--- src/hw/rtl/huffman_table_encoder_core_macros.svh ---
// Assertion macros for the table-driven Huffman encoder.
// Included by the top level; no other dependencies.
`ifndef HUFFMAN_TABLE_ENCODER_CORE_MACROS_SVH
`define HUFFMAN_TABLE_ENCODER_CORE_MACROS_SVH

`ifndef SYNTHESIS
// Same-cycle implication checked on every rising edge outside reset.
`define HTE_ASSERT_IMP(label, clk, rst, ante, cons) \
  label: assert property (@(posedge clk) disable iff (rst) (ante) |-> (cons)) \
    else $error("huffman encoder: same-cycle check failed");
// Next-cycle implication checked on every rising edge outside reset.
`define HTE_ASSERT_NXT(label, clk, rst, ante, cons) \
  label: assert property (@(posedge clk) disable iff (rst) (ante) |=> (cons)) \
    else $error("huffman encoder: next-cycle check failed");
`else
`define HTE_ASSERT_IMP(label, clk, rst, ante, cons)
`define HTE_ASSERT_NXT(label, clk, rst, ante, cons)
`endif

`endif

--- src/hw/rtl/hte_pkg.sv ---
// Shared constants, operation codes and controller/datapath interface types
// for the table-driven Huffman encoder. No dependencies.
package hte_pkg;

  localparam int MAX_CODE_LEN_DEF = 32;
  localparam int SYMBOL_COUNT_DEF = 256;

  localparam int OP_W   = 2;
  localparam int SYM_W  = 8;
  localparam int LEN_W  = 6;
  localparam int CODE_W = 32;
  localparam int IN_DATA_W = 48;   // symbol + code_length + code_bits, padded to bytes
  localparam int BYTE_W = 8;

  localparam logic [OP_W-1:0] OP_LOAD   = 2'd0;
  localparam logic [OP_W-1:0] OP_ENCODE = 2'd1;
  localparam logic [OP_W-1:0] OP_FLUSH  = 2'd2;

  // Commands from the controller to the datapath.
  typedef struct packed {
    logic tbl_write;   // store the input word's code into the tables
    logic tbl_read;    // start a table lookup at the input word's symbol
    logic acc_load;    // merge the looked-up code with the pending bits
    logic emit_byte;   // move the top full byte of the accumulator to the output
    logic flush_emit;  // move the zero-padded pending bits to the output
  } hte_cmd_t;

  // Status from the datapath to the controller.
  typedef struct packed {
    logic [OP_W-1:0] op;
    logic in_range;    // input symbol is inside the table
    logic pend_nz;     // pending bit count is nonzero
    logic len_zero;    // looked-up entry is empty
    logic short_code;  // merged code leaves fewer than eight bits
    logic obuf_free;   // output register can take a word this cycle
    logic emit_final;  // the byte emitted now is the last one of the item
  } hte_status_t;

endpackage

--- src/hw/rtl/hte_ctrl.sv ---
// Controller state machine of the Huffman encoder: sequences lookup,
// byte emission and flush. Uses hte_pkg for command and status types.
module hte_ctrl (
  input  logic                clk,
  input  logic                rst,
  input  logic                in_valid,
  output logic                in_ready,
  input  hte_pkg::hte_status_t status,
  output hte_pkg::hte_cmd_t    cmd
);

  typedef enum logic [3:0] {
    ST_IDLE  = 4'b0001,
    ST_LOOK  = 4'b0010,
    ST_EMIT  = 4'b0100,
    ST_FLUSH = 4'b1000
  } state_t;

  state_t state;
  state_t state_next;
  logic   accept;

  assign in_ready = (state == ST_IDLE);
  assign accept   = in_valid && in_ready;

  always_comb begin
    state_next = state;
    cmd        = '0;
    case (state)
      ST_IDLE: begin
        if (accept) begin
          case (status.op)
            hte_pkg::OP_LOAD: begin
              cmd.tbl_write = status.in_range;
            end
            hte_pkg::OP_ENCODE: begin
              if (status.in_range) begin
                cmd.tbl_read = 1'b1;
                state_next   = ST_LOOK;
              end
            end
            hte_pkg::OP_FLUSH: begin
              if (status.pend_nz) state_next = ST_FLUSH;
            end
            default: ;
          endcase
        end
      end
      ST_LOOK: begin
        state_next = ST_IDLE;
        if (!status.len_zero) begin
          cmd.acc_load = 1'b1;
          if (!status.short_code) state_next = ST_EMIT;
        end
      end
      ST_EMIT: begin
        if (status.obuf_free) begin
          cmd.emit_byte = 1'b1;
          if (status.emit_final) state_next = ST_IDLE;
        end
      end
      ST_FLUSH: begin
        if (status.obuf_free) begin
          cmd.flush_emit = 1'b1;
          state_next     = ST_IDLE;
        end
      end
      default: state_next = ST_IDLE;
    endcase
  end

  always_ff @(posedge clk) begin
    if (rst) begin
      state <= ST_IDLE;
    end else begin
      state <= state_next;
    end
  end

endmodule

--- config.mk ---
export PLATFORM = sky130hd
export DESIGN_NAME = hte_ctrl
export DESIGN_NICKNAME = d
export VERILOG_FILES = /design/src/hw/rtl/huffman_table_encoder_core_macros.svh /design/src/hw/rtl/hte_pkg.sv /design/src/hw/rtl/hte_ctrl.sv
export SDC_FILE = /design/constraint.sdc
export NUM_CORES = 1
export LEC_CHECK = 0
export ABC_AREA = 1
export BUFFER_PORTS_ARGS = -buffer_cell sky130_fd_sc_hd__buf_2
export CAP_MARGIN = 20
export CORE_AREA = 2 2 39 41
export DETAILED_ROUTE_END_ITERATION = 10
export DIE_AREA = 0 0 41 43
export PLACE_DENSITY_LB_ADDON = 0.2
export REMOVE_ABC_BUFFERS = 1
export SYNTH_ARGS = -nofsm -noshare
export SYNTH_HDL_FRONTEND = slang
export SYNTH_SLANG_ARGS = --single-unit
--- constraint.sdc ---
create_clock -name clk -period 1.4 [get_ports clk]
set_input_delay 0.28 -clock clk [delete_from_list [all_inputs] [get_ports clk]]
set_output_delay 0.28 -clock clk [all_outputs]
set_load 0.005 [all_outputs]
; ---- After elaboration in Yosys (flattened, before gate mapping)
; Index checks and enable logic that the tools add are counted.
[word_totals]
word_cells = 37
memories = 0
inputBits = 11
out_inout_bits = 6
romBits = 0
regBits = 4
latchBits = 0
ramBits = 0
[classes]
shift = 0
add_sub_neg = 0
multipliers = 0
magnitude_cmp = 0
div_mod_pow = 0
reduce_logical = 3
muxes = 20
bitwise = 0
eq_ne = 13
[ops]
columns = operator, count
row1 = two-way mux 4 bit, 7
row2 = one-hot mux 4 bit (4 select lines), 1
row3 = two-way mux 1 bit, 8
row4 = one-hot mux 4 bit (2 select lines), 1
row5 = AND reduction 7 bit, 1
row6 = "!= test 2 bit, second input constant", 3
row7 = "!= test 3 bit, second input constant", 2
row8 = "== test 4 x 1 -> 1 bit, second input constant", 1
row9 = "== test 4 x 2 -> 1 bit, second input constant", 1
row10 = "== test 4 x 3 -> 1 bit, second input constant", 1
row11 = "== test 4 bit, second input constant", 1
row12 = two-way mux 2 bit, 2
row13 = two-way mux 3 bit, 1
row14 = "!= test 3 x 1 -> 1 bit, second input constant", 1
row15 = "== test 2 x 1 -> 1 bit, second input constant", 1
row16 = "== test 2 bit, second input constant", 1
row17 = zero test 2 bit, 1
row18 = "!= test 2 x 1 -> 1 bit, second input constant", 1
row19 = logical AND 1 bit, 1

; ---- Depth between registers and ports, before layout
[logic_depth]
word_depth = 4
mapped_depth = 9
ltp_nobuf = 9

; ---- Worst setup path before layout
; Ideal clock, no wire load.
[synth_timing]
path_kind = flip-flop to output port
start = register state[0]
end = output cmd[3] (netlist bit)
t_required_ns = 1.120
path_buffers = 0
path_slack_ns = 0.286
t_arrival_ns = 0.834
path_stages_with_launch = 7
cell_sequence = dfxtp_1 inv_2 nor2_1 nand2_2 clkinv_4 nand4_1 nor2_1
[synth_rtl]
columns = element, line
row1 = from (decl), hte_ctrl.sv:19  ; state_t state;
row2 = from (signal assigned), hte_ctrl.sv:76  ; state <= state_next;
row3 = to (decl), hte_ctrl.sv:9  ; output hte_pkg::hte_cmd_t cmd

==> impl_metrics.ini <==
[run_status]
status = complete, but fails checks
violations = setup timing

[pwr]
leakagePower_nw = 0.301
power_density_nw_per_um2 = 2110
ir_drop_mv = 1.11

[critical_path]
critical-path-slowest-cell = dfxtp_2
start_kind = flop
path_cells = nor2_4 > buf_4 > nand3_1 > nor2_2 > buf_2
cp.arrival_ns = 1.13
critPathKind = reg2out
cp-end-kind = output port
cp_max_fo = 4
worst_ep_required_time_ns = 1.12
critPathMaxStageDelay_ns = 0.34

[sta]
clock.fmax_mhz = 707
post-route-period-util = 1.01
whs_ns = 0.251
setup-tns-final_ns = -0.0280
fin_skew_ns = 0.00157
max_slew_margin = 0.881
rsz0062_at_grt = yes
layout_min_cycle_time_ns = 1.41
finalWorstSetupSlack_ns = -0.0143
setup_violations = 3
slew_viol_final = 0
hold_viol = 0
tightest_slew_ns = 0.178

[layout]
regMostFlops = state
area_growth_pct = 48.8
top_regs = state x4
fillers = 166
nets = 94
layout-drive-gt1-share = 0.531
diodes = 0
largest_reg_flops = 4
final_core_util = 0.386
stdcell_count = 97

[job]
cap_violations = 0

[routing]
vias = 426
dr.pass1.iters = 5
wl_um = 809
drt_iter0_drc = 6
wl_per_cell_um = 8.34
via_per_inst = 4.39
ant_nets = 0
drc = 0

[global_routing]
grt_util_met3 = 0.0314
grt_use_met2 = 0.197
global_route.usage.met1 = 0.125
grt_pass1_vias = 420
grt_max_degree = 7
antenna_found_initial = 0
grt_pass1_wl_mm = 1.46
busiest_layer = met2
grt_overflow = 0
grt_usage = 0.126

[die]
die_y_um = 43
rows = 14
ios = 17
die_x_um = 41
core_area_um2 = 1380
fp.dieArea_um2 = 1760
start_util = 0.259

[clock_tree]
cts_tree = built
ctsHoldBuffers = 0
root_buffer = clkbuf_4
clockBufferDepth = 2
clock-sinks = 4
cts_buffers = 3
insertion_delay_ns = 0.24
htree_levels = 1
cts.reportedPaths.clkPinSlew_ns = 0.04

[synth]
ys_ff_latch = 4
ys_warn_count = 0
syn_inst = 58
synth_area_per_cell_um2 = 6.19
ys_seq_area_frac = 0.223
ys_types = 14
netlist_area_um2 = 359

[placed_design]
hpwl_um = 608
place_ws_ns = 0.145
place.gp.congestion = 0.724
place_inst = 90
port_buffers = 16

[worst_hold_path]
hold_path_class = in2reg
[final timing paths]
check	start	to	slack [ns]	cells past startpoint
setup / recovery	state[2]$_SDFFE_PP0P_	cmd[2]	-0.01	5
hold / removal	rst	state[0]$_SDFFE_PP1P_	0.25	3
setup reg to reg	state[2]$_SDFFE_PP0P_	state[0]$_SDFFE_PP1P_	0.20	8
hold reg to reg	state[2]$_SDFFE_PP0P_	state[2]$_SDFFE_PP0P_	0.53	2
[cell families (layout without fill, tap and decap cells)]
group,after synthesis,after routing,share of synthesized area
DFF,4,4,0.223
AOI/OAI and AO/OA,3,3,0.0418
buffers and inverters,10,33,0.118
and+or+nand+nor,41,41,0.617
[cell usage in the layout, fill, tap and decap left out, drive strengths merged]
cell type  synthesis  layout
nand4              3       3
nor2              16      16
buf                0      20
nand2             16      16
inv                9       9
clkinv             1       1
a21oi              3       3
clkbuf             0       3
nand3              6       6
dfxtp              4       4
[timing repair]
item,4_1_cts,5_1_grt
resized for setup,3,5
endpoints found under the setup margin,2,5
pin swaps,3,2
buffers inserted,3,1
[stage by stage]
stage / cell area [µm²] / total power, mW
floorplan: 359 / 0.666
global placement: 459 / 0.786
detailed placement: 459 / 0.781
CTS: 509 / 1.05
global route: 534 / 1.26
finish: 534 / 1.13
[routing by layer]
| layer | wire, µm | vias up |
|---|---|---|
| met5 | 0 | - |
| met4 | 16 | 0 |
| met3 | 34 | 2 |
| met2 | 443 | 12 |
| met1 | 315 | 186 |
| li1 | - | 226 |
[final cells by class]
class | instances | area, µm² | share of cell area
sequential | 4 | 85.1 | 0.159
timing repair buffer | 20 | 110 | 0.206
inverter | 10 | 42.5 | 0.0796
clock buffer | 3 | 22.5 | 0.0422
tap | 16 | 20.0 | 0.0375
multi-input combinational | 44 | 254 | 0.475
[power by group]
group | leakage (nW) | switching, mW | total [mW] | internal, mW
clock | 0.0138 | 0.0472 | 0.143 | 0.0959
sequential | 0.0339 | 0.0637 | 0.242 | 0.179
combinational | 0.253 | 0.391 | 0.740 | 0.349
total | 0.301 | 0.502 | 1.13 | 0.624
[cell usage after synthesis, drive strengths merged]
cell type / count / share of area
dfxtp: 4 / 0.22
nor2: 16 / 0.24
nand2: 16 / 0.22
inv: 9 / 0.094
clkinv: 1 / 0.024
nand3: 6 / 0.11
a21oi: 3 / 0.042
nand4: 3 / 0.052
[worst max-delay path: cells and delay by family, from the launching register on]
kind	cells	cell delay, ns
buffers and inverters	2	0.24
DFF	1	0.34
and+or+nand+nor	3	0.33
(Power assumes the default switching activity.)
